--- config.mk ---
export PLATFORM = sky130hd
export DESIGN_NAME = page_mapping_table
export DESIGN_NICKNAME = d
export VERILOG_FILES = /design/src/rtl/pmt_pkg.sv /design/src/rtl/pmt_cell.sv /design/src/rtl/page_mapping_table.sv
export SDC_FILE = /design/constraint.sdc
export NUM_CORES = 1
export LEC_CHECK = 0
export BUFFER_PORTS_ARGS = -buffer_cell sky130_fd_sc_hd__buf_2
export CORE_AREA = 10 10 249 251
export DETAILED_ROUTE_END_ITERATION = 8
export DIE_AREA = 0 0 259 261
export PLACE_DENSITY_LB_ADDON = 0.2
export SLEW_MARGIN = 0
export SYNTH_ARGS = -nofsm -noshare
export SYNTH_HDL_FRONTEND = slang
export SYNTH_SLANG_ARGS = --single-unit
--- constraint.sdc ---
create_clock -name i_clk -period 3.8 [get_ports i_clk]
set_input_delay 0.38 -clock i_clk [delete_from_list [all_inputs] [get_ports i_clk]]
set_output_delay 0.38 -clock i_clk [all_outputs]
set_load 0.03 [all_outputs]
--- src/rtl/pmt_pkg.sv ---
// shared types and codes for the page mapping table
`timescale 1ns / 1ps

package pmt_pkg;

    typedef enum logic [1:0] {
        OP_MAP   = 2'd0,
        OP_XLATE = 2'd1,
        OP_UNMAP = 2'd2,
        OP_CLEAR = 2'd3
    } t_op;

    typedef enum logic [2:0] {
        ST_OK        = 3'd0,
        ST_INVALID   = 3'd1,
        ST_EXISTS    = 3'd2,
        ST_FULL      = 3'd3,
        ST_PERM      = 3'd4,
        ST_NOT_FOUND = 3'd5
    } t_status;

    // control part of the token that walks the cell chain
    typedef struct packed {
        logic       valid;
        t_op        op;
        logic       bad;
        logic       hit;
        logic       deny;
        logic       claimed;
        logic       dup;
        logic [7:0] perms;
    } t_tok_ctl;

    // broadcast from the chain end back to every cell
    typedef struct packed {
        logic commit;
        logic cancel;
    } t_cell_cmd;

endpackage

--- src/rtl/pmt_cell.sv ---
// one table entry plus the token stage that passes it on to the next entry
`timescale 1ns / 1ps

module pmt_cell #(
    parameter int VPN_W = 8,
    parameter int FRM_W = 8
) (
    input  logic               i_clk,
    input  logic               i_rst_n,
    input  pmt_pkg::t_tok_ctl  i_ctl,
    input  logic [VPN_W-1:0]   i_page,
    input  logic [FRM_W-1:0]   i_frame,
    input  pmt_pkg::t_cell_cmd i_cmd,
    output pmt_pkg::t_tok_ctl  o_ctl,
    output logic [VPN_W-1:0]   o_page,
    output logic [FRM_W-1:0]   o_frame
);
    import pmt_pkg::*;

    logic             r_valid, n_valid;
    logic             r_pend, n_pend;
    logic [VPN_W-1:0] r_page, n_page;
    logic [FRM_W-1:0] r_frame, n_frame;
    logic [7:0]       r_perms, n_perms;

    t_tok_ctl         r_ctl, n_ctl;
    logic [VPN_W-1:0] r_tok_page;
    logic [FRM_W-1:0] r_tok_frame, n_tok_frame;

    logic match;

    assign match = r_valid && (r_page == i_page);

    always_comb begin
        n_valid     = r_valid;
        n_pend      = r_pend;
        n_page      = r_page;
        n_frame     = r_frame;
        n_perms     = r_perms;
        n_ctl       = i_ctl;
        n_tok_frame = i_frame;

        if (i_ctl.valid && !i_ctl.bad) begin
            unique case (i_ctl.op)
                OP_MAP: begin
                    if (match) begin
                        n_ctl.dup = 1'b1;
                    end else if (!r_valid && !r_pend && !i_ctl.claimed) begin
                        // hold the slot until the whole row has been checked
                        n_pend        = 1'b1;
                        n_page        = i_page;
                        n_frame       = i_frame;
                        n_perms       = i_ctl.perms;
                        n_ctl.claimed = 1'b1;
                    end
                end
                OP_XLATE: begin
                    if (match && !i_ctl.hit) begin
                        n_ctl.hit   = 1'b1;
                        n_ctl.deny  = (r_perms & i_ctl.perms) != i_ctl.perms;
                        n_tok_frame = r_frame;
                    end
                end
                OP_UNMAP: begin
                    if (match && !i_ctl.hit) begin
                        n_ctl.hit = 1'b1;
                        n_valid   = 1'b0;
                    end
                end
                OP_CLEAR: begin
                    n_valid = 1'b0;
                    n_pend  = 1'b0;
                end
                default: begin
                    n_valid = r_valid;
                end
            endcase
        end

        if (i_cmd.commit && r_pend) begin
            n_valid = 1'b1;
            n_pend  = 1'b0;
        end
        if (i_cmd.cancel) begin
            n_pend = 1'b0;
        end
    end

    always_ff @(posedge i_clk) begin
        if (!i_rst_n) begin
            r_valid   <= 1'b0;
            r_pend    <= 1'b0;
            r_ctl     <= '0;
        end else begin
            r_valid   <= n_valid;
            r_pend    <= n_pend;
            r_ctl     <= n_ctl;
        end
        r_page      <= n_page;
        r_frame     <= n_frame;
        r_perms     <= n_perms;
        r_tok_page  <= i_page;
        r_tok_frame <= n_tok_frame;
    end

    assign o_ctl   = r_ctl;
    assign o_page  = r_tok_page;
    assign o_frame = r_tok_frame;

endmodule

--- src/rtl/page_mapping_table.sv ---
// page mapping table top: front-end checks, cell chain, result and output registers
//
//  channel   direction  handshake              payload
//  ------------------------------------------------------------------------------
//  request   in         i_valid / o_stall      i_opcode, i_virtual_address,
//                                              i_frame_address, i_permission_bits
//  result    out        o_valid / i_stall      o_status, o_physical_address
//  config    in         i_cfg_we               i_cfg_wdata (permission mask)
//
//  each beat walks the row of ENTRY_COUNT cells, one cell per cycle, from the head token
//  register; at the row end its result goes to the done register, then to the output register, which drives o_valid.
//  one request is in the row at a time; o_stall is high while it is in flight or while
//  its result waits for the output register, so the next request is taken once that
//  result has moved into the output register, even while it still sits stalled at the
//  output. synchronous reset empties the table, mask to 7.
`timescale 1ns / 1ps

module page_mapping_table #(
    parameter int ENTRY_COUNT          = 16,
    parameter int PAGE_OFFSET_BITS     = 12,
    parameter int VIRTUAL_PAGE_COUNT   = 256,
    parameter int PHYSICAL_FRAME_COUNT = 256
) (
    input  logic        i_clk,
    input  logic        i_rst_n,
    input  logic        i_valid,
    output logic        o_stall,
    input  logic [1:0]  i_opcode,
    input  logic [31:0] i_virtual_address,
    input  logic [31:0] i_frame_address,
    input  logic [7:0]  i_permission_bits,
    output logic        o_valid,
    input  logic        i_stall,
    output logic [2:0]  o_status,
    output logic [31:0] o_physical_address,
    input  logic        i_cfg_we,
    input  logic [7:0]  i_cfg_wdata
);
    import pmt_pkg::*;

    localparam int VPN_W = (VIRTUAL_PAGE_COUNT > 1) ? $clog2(VIRTUAL_PAGE_COUNT) : 1;
    localparam int FRM_W = (PHYSICAL_FRAME_COUNT > 1) ? $clog2(PHYSICAL_FRAME_COUNT) : 1;
    localparam int OFF_W = PAGE_OFFSET_BITS;
    localparam logic [32:0] VPN_LIMIT = 33'(VIRTUAL_PAGE_COUNT);
    localparam logic [32:0] FRM_LIMIT = 33'(PHYSICAL_FRAME_COUNT);

    logic [7:0] r_mask;

    // request checks
    logic       accept;
    t_op        op_in;
    logic       va_in_range, va_aligned, fa_in_range, fa_aligned, perms_ok, bad_in;

    // head-of-row token
    t_tok_ctl         r_tok, n_tok;
    logic [VPN_W-1:0] r_tok_page;
    logic [FRM_W-1:0] r_tok_frame;
    logic [OFF_W-1:0] r_off;
    logic             r_busy;

    // chain wiring
    t_tok_ctl         w_ctl   [0:ENTRY_COUNT];
    logic [VPN_W-1:0] w_page  [0:ENTRY_COUNT];
    logic [FRM_W-1:0] w_frame [0:ENTRY_COUNT];
    t_cell_cmd        cmd;

    // row end
    t_tok_ctl    tail;
    logic        tail_v;
    t_status     res_status;
    logic [31:0] res_phys;

    logic        r_done_v;
    t_status     r_done_status;
    logic [31:0] r_done_phys;
    logic        done_to_out;

    logic        r_out_v;
    t_status     r_out_status;
    logic [31:0] r_out_phys;

    assign accept = i_valid && !o_stall;
    assign op_in  = t_op'(i_opcode);

    assign va_in_range = {1'b0, i_virtual_address >> OFF_W} < VPN_LIMIT;
    assign fa_in_range = {1'b0, i_frame_address >> OFF_W} < FRM_LIMIT;
    assign va_aligned  = i_virtual_address[OFF_W-1:0] == '0;
    assign fa_aligned  = i_frame_address[OFF_W-1:0] == '0;
    assign perms_ok    = (i_permission_bits != 8'd0) &&
                         ((i_permission_bits & ~r_mask) == 8'd0);

    always_comb begin
        unique case (op_in)
            OP_MAP:   bad_in = !(va_in_range && va_aligned && fa_in_range && fa_aligned
                                 && perms_ok);
            OP_XLATE: bad_in = !(va_in_range && perms_ok);
            OP_UNMAP: bad_in = !(va_in_range && va_aligned);
            OP_CLEAR: bad_in = 1'b0;
            default:  bad_in = 1'b1;
        endcase
    end

    always_comb begin
        n_tok         = '0;
        n_tok.valid   = accept;
        n_tok.op      = op_in;
        n_tok.bad     = bad_in;
        n_tok.perms   = i_permission_bits;
    end

    always_ff @(posedge i_clk) begin
        if (!i_rst_n) begin
            r_mask <= 8'd7;
        end else if (i_cfg_we) begin
            r_mask <= i_cfg_wdata;
        end
    end

    always_ff @(posedge i_clk) begin
        if (!i_rst_n) begin
            r_tok  <= '0;
            r_busy <= 1'b0;
        end else begin
            r_tok <= n_tok;
            if (accept) begin
                r_busy <= 1'b1;
            end else if (tail_v) begin
                r_busy <= 1'b0;
            end
        end
        if (accept) begin
            r_tok_page  <= i_virtual_address[OFF_W +: VPN_W];
            r_tok_frame <= i_frame_address[OFF_W +: FRM_W];
            r_off       <= i_virtual_address[OFF_W-1:0];
        end
    end

    assign w_ctl[0]   = r_tok;
    assign w_page[0]  = r_tok_page;
    assign w_frame[0] = r_tok_frame;

    for (genvar g = 0; g < ENTRY_COUNT; g++) begin : g_cell
        pmt_cell #(
            .VPN_W (VPN_W),
            .FRM_W (FRM_W)
        ) u_cell (
            .i_clk   (i_clk),
            .i_rst_n (i_rst_n),
            .i_ctl   (w_ctl[g]),
            .i_page  (w_page[g]),
            .i_frame (w_frame[g]),
            .i_cmd   (cmd),
            .o_ctl   (w_ctl[g+1]),
            .o_page  (w_page[g+1]),
            .o_frame (w_frame[g+1])
        );
    end

    assign tail   = w_ctl[ENTRY_COUNT];
    assign tail_v = tail.valid;

    // a claimed slot becomes valid only once no duplicate was seen in the row
    assign cmd.commit = tail_v && !tail.bad && (tail.op == OP_MAP) && !tail.dup
                        && tail.claimed;
    assign cmd.cancel = tail_v && !cmd.commit;

    always_comb begin
        res_status = ST_OK;
        res_phys   = 32'd0;
        if (tail.bad) begin
            res_status = ST_INVALID;
        end else begin
            unique case (tail.op)
                OP_MAP: begin
                    if (tail.dup) begin
                        res_status = ST_EXISTS;
                    end else if (!tail.claimed) begin
                        res_status = ST_FULL;
                    end
                end
                OP_XLATE: begin
                    if (!tail.hit) begin
                        res_status = ST_NOT_FOUND;
                    end else if (tail.deny) begin
                        res_status = ST_PERM;
                    end else begin
                        res_phys = (32'(w_frame[ENTRY_COUNT]) << OFF_W) + 32'(r_off);
                    end
                end
                OP_UNMAP: begin
                    if (!tail.hit) begin
                        res_status = ST_NOT_FOUND;
                    end
                end
                OP_CLEAR: begin
                    res_status = ST_OK;
                end
                default: begin
                    res_status = ST_INVALID;
                end
            endcase
        end
    end

    assign done_to_out = r_done_v && (!r_out_v || !i_stall);

    always_ff @(posedge i_clk) begin
        if (!i_rst_n) begin
            r_done_v <= 1'b0;
            r_out_v  <= 1'b0;
        end else begin
            if (tail_v) begin
                r_done_v <= 1'b1;
            end else if (done_to_out) begin
                r_done_v <= 1'b0;
            end
            if (done_to_out) begin
                r_out_v <= 1'b1;
            end else if (!i_stall) begin
                r_out_v <= 1'b0;
            end
        end
        if (tail_v) begin
            r_done_status <= res_status;
            r_done_phys   <= res_phys;
        end
        if (done_to_out) begin
            r_out_status <= r_done_status;
            r_out_phys   <= r_done_phys;
        end
    end

    assign o_stall            = r_busy || r_done_v;
    assign o_valid            = r_out_v;
    assign o_status           = r_out_status;
    assign o_physical_address = r_out_phys;

    a_done_blocks_input: assert property (@(posedge i_clk) disable iff (!i_rst_n)
        r_done_v |-> o_stall)
        else $error("pending result did not block new requests");

    a_tail_in_flight: assert property (@(posedge i_clk) disable iff (!i_rst_n)
        tail_v |-> r_busy && !r_done_v)
        else $error("token left the row with no request in flight");

    a_accept_enters_row: assert property (@(posedge i_clk) disable iff (!i_rst_n)
        accept |=> r_tok.valid && r_busy)
        else $error("accepted beat did not enter the row");

    a_cmd_exclusive: assert property (@(posedge i_clk) disable iff (!i_rst_n)
        !(cmd.commit && cmd.cancel))
        else $error("commit and cancel together");

    a_fail_zero_addr: assert property (@(posedge i_clk) disable iff (!i_rst_n)
        tail_v && (res_status != ST_OK) |-> res_phys == 32'd0)
        else $error("nonzero address on a failed request");

endmodule

==> flow_summary.ini <==
[run_status]
status = completed

[setup_path]
critPathMaxFanout = 9
crit_required_ns = 4.32
worstPathArrival_ns = 2.85
cp-start-kind = flip-flop
critPathCaptureType = flip-flop
crit_buf_inv = 1
path_cells = inv_1 -> ha_1 -> nor4bb_1 -> nand4_1 -> or3_1 -> mux2_2
crit_slowest_cell = or3_1
cp_top_family = simple AND/OR/NAND/NOR gates
worstSetupPathType = reg2reg
max_stage_delay_ns = 0.54

[clock_tree]
cts_tree = built
postCtsHoldBufs = 48
insertion_delay_ns = 0.65
cts-resized-gates = 0
cts_buffers = 95
cts_root_buf = clkbuf_16
cts_setup_buffers = 0
clk_pin_slew_worst_paths_ns = 0.07
h-tree-depth = 3
cts.sinks = 1009
clockBufferDepth = 3

[timing]
report.final.slew_viol_count = 0
relSlewSlack_pct = 12.4
fin_setup_tns_ns = 0
max_freq_mhz = 428
report.final.setup_viol = 0
timing.final.ws_setup_ns = 1.47
skew_ns = 0.0198
post-route-min-period_ns = 2.33
whs_ns = 0.147
period_share_pct = 61.4
tightest_slew_ns = 1.31
rsz0062_at_grt = false
hold_viol = 0

[yosys]
synthArstFlopShare_pct = 0
ys_types = 63
synth.cell_area_sq_mm = 0.0345
seq_area_frac_synth_pct = 71.9
ys_warn_count = 0
synth_xor_area_share_pct = 3.28
netlist_instances = 2425
synth_top_area_share_pct = 39.9
synthFlopType = dfxtp_1
synth_fa_ha_area_share_pct = 2.32
ys_seq_elements = 1009
synth_compound_area_share_pct = 5.42
synth-edff-count = 458
yosys-mux-area-fraction_pct = 4.41
synthTopCellsByArea = edfxtp_1 40%, dfxtp_1 32%, mux2_2 4.1%, ha_1 2.3%, and2_1 2.2%
yosys.area.top_type = edfxtp_1
avgSynthCellArea_sq_um = 14.2
synth_common_cells = 551 x dfxtp_1, 458 x edfxtp_1, 151 x inv_1
synth_top_family_by_area = simple AND/OR/NAND/NOR gates
synthSimpleGateAreaFrac_pct = 10.3
synth_most_common_cell = dfxtp_1

[hold_path]
hold_class = in2reg

[drt]
route.detailed.drc = 0
drtIter0Drc = 1105
vias = 18900
dr.pass1.iters = 5
routed_wl_um = 63700
postRouteAntennaNets = 0
avgViaCountPerCell = 5.40
routedWlPerCell_um = 18.2

[floorplanning]
die_w_um = 259
coreArea_sq_mm = 0.0571
std_cell_rows = 88
initial_core_util_pct = 60.3
die_area_sq_mm = 0.0676
die_h_um = 261
ioPinCount = 124

[layout]
nets = 2809
syn2layout_area_growth_pct = 15.4
utilization_pct = 69.6
antenna_cells = 0
drive_gt1_share_pct = 16.8
fillers = 3729

[placed_design]
place_congestion = 0.843
port_buffers = 111
dpl_worst_slack_ns = 1.54
hpwl_um = 42500

[global_routing]
grt_max_degree = 115
grt_antenna_before_repair = 0
grt_pass1_wl_um = 103000
grt_pass1_vias = 19600
gr-total-overflow = 0
track_usage_pct = 19.0

[power]
cellPowerDensity_mw_per_mm2 = 548
peakVddDrop_mv = 0.426
p_leak_uw = 0.0146

[run]
maxCapViolations = 0
-- per-layer routing --
| layer | up-vias | global-route usage, % | share of wire [%] |
|---|---|---|---|
| met1 | 9325 | 23.9 | 43 |
| li1 | 9127 | - | - |
| met3 | 110 | 2.71 | 3.6 |
| met2 | 358 | 33.3 | 51 |
| met5 | - | 0 | 0 |
| met4 | 0 | 6.49 | 2.2 |
-- where the power goes --
part / leakage, uW / switching, uW / internal, uW
registers: 0.00873 / 226 / 11600
clock network: 0.00159 / 3950 / 5480
logic: 0.00429 / 297 / 267
-- tightest hold or removal path: cells and delay by family --
kind / cells / cell delay [ns]
buffers and inverters: 1 / 0.18
muxes: 1 / 0.14
and+or+nand+nor: 1 / 0.06
-- per-stage QoR --
stage | total power (uW) | area, sq um | instances
6_report | 21800 | 39800 | 3506
5_1_grt | 22500 | 39800 | 3506
4_1_cts | 22000 | 39800 | 3506
3_5_place_dp | 12600 | 36100 | 3278
3_3_place_gp | 12500 | 36100 | 3278
2_1_floorplan | 12300 | 34500 | 2436
-- final cells by class --
class                           instances  area [sq um]  area share (%)
Multi-Input combinational cell       1217          9020            22.7
Clock buffer                          135          2820            7.08
Inverter                              151           569            1.43
Sequential cell                      1009         24800            62.3
Tap cell                              765           957            2.41
Clock inverter                         45           400            1.01
Timing Repair Buffer                  184          1240            3.11
-- path summary, 6_finish.rpt --
kind	from	to	slack, ns	depth (start not counted)
setup / recovery	g_cell[11].u_cell.o_ctl[14]	g_cell[12].u_cell.o_frame[6]	1.47	6
hold / removal	i_cfg_we	r_mask[2]	0.15	3
setup reg to reg	g_cell[11].u_cell.o_ctl[14]	g_cell[12].u_cell.o_frame[6]	1.47	6
hold reg to reg	g_cell[12].u_cell.o_page[6]	g_cell[13].u_cell.o_page[6]	0.38	0
-- cells in the final DEF, fill, tap and decap left out, types with 25 or more instances in the layout --
cell	synthesis	routed
a21oi_1	29	29
and2_1	120	120
buf_2	3	110
buf_4	12	25
clkbuf_16	0	102
dfxtp_1	551	551
dlygate4sd3_1	0	48
edfxtp_1	458	458
ha_1	64	64
inv_1	151	150
mux2_2	127	127
nand2_1	41	41
nand2b_1	71	71
nor2_1	142	141
nor3_1	54	54
nor4_1	58	41
o21a_1	26	26
o22ai_1	44	44
xnor2_1	52	52
xor2_1	77	77
-- registers in the layout, indices dropped and copies added (netlist names), 12 cells and up --
name	count
g_cell.u_cell.r_pend	16
g_cell.u_cell.r_valid	16
g_cell.u_cell.r_page	128
g_cell.u_cell.o_frame	128
g_cell.u_cell.r_frame	128
g_cell.u_cell.o_ctl	248
r_tok	12
g_cell.u_cell.r_perms	128
r_off	12
g_cell.u_cell.o_page	120
o_physical_address	20
r_done_phys	20
-- kinds of logic (layout without fill, tap and decap cells) --
kind of cell / after synthesis / after routing
XOR/XNOR: 129 / 129
AO/OA/AOI/OAI: 255 / 255
buffers and inverters: 210 / 515
flip-flops: 1009 / 1009
multiplexers: 136 / 136
adder cells (fa/ha/maj): 64 / 64
AND/OR/NAND/NOR: 621 / 621
other: 1 / 12
Note: power is estimated with default switching activity, not from simulation.
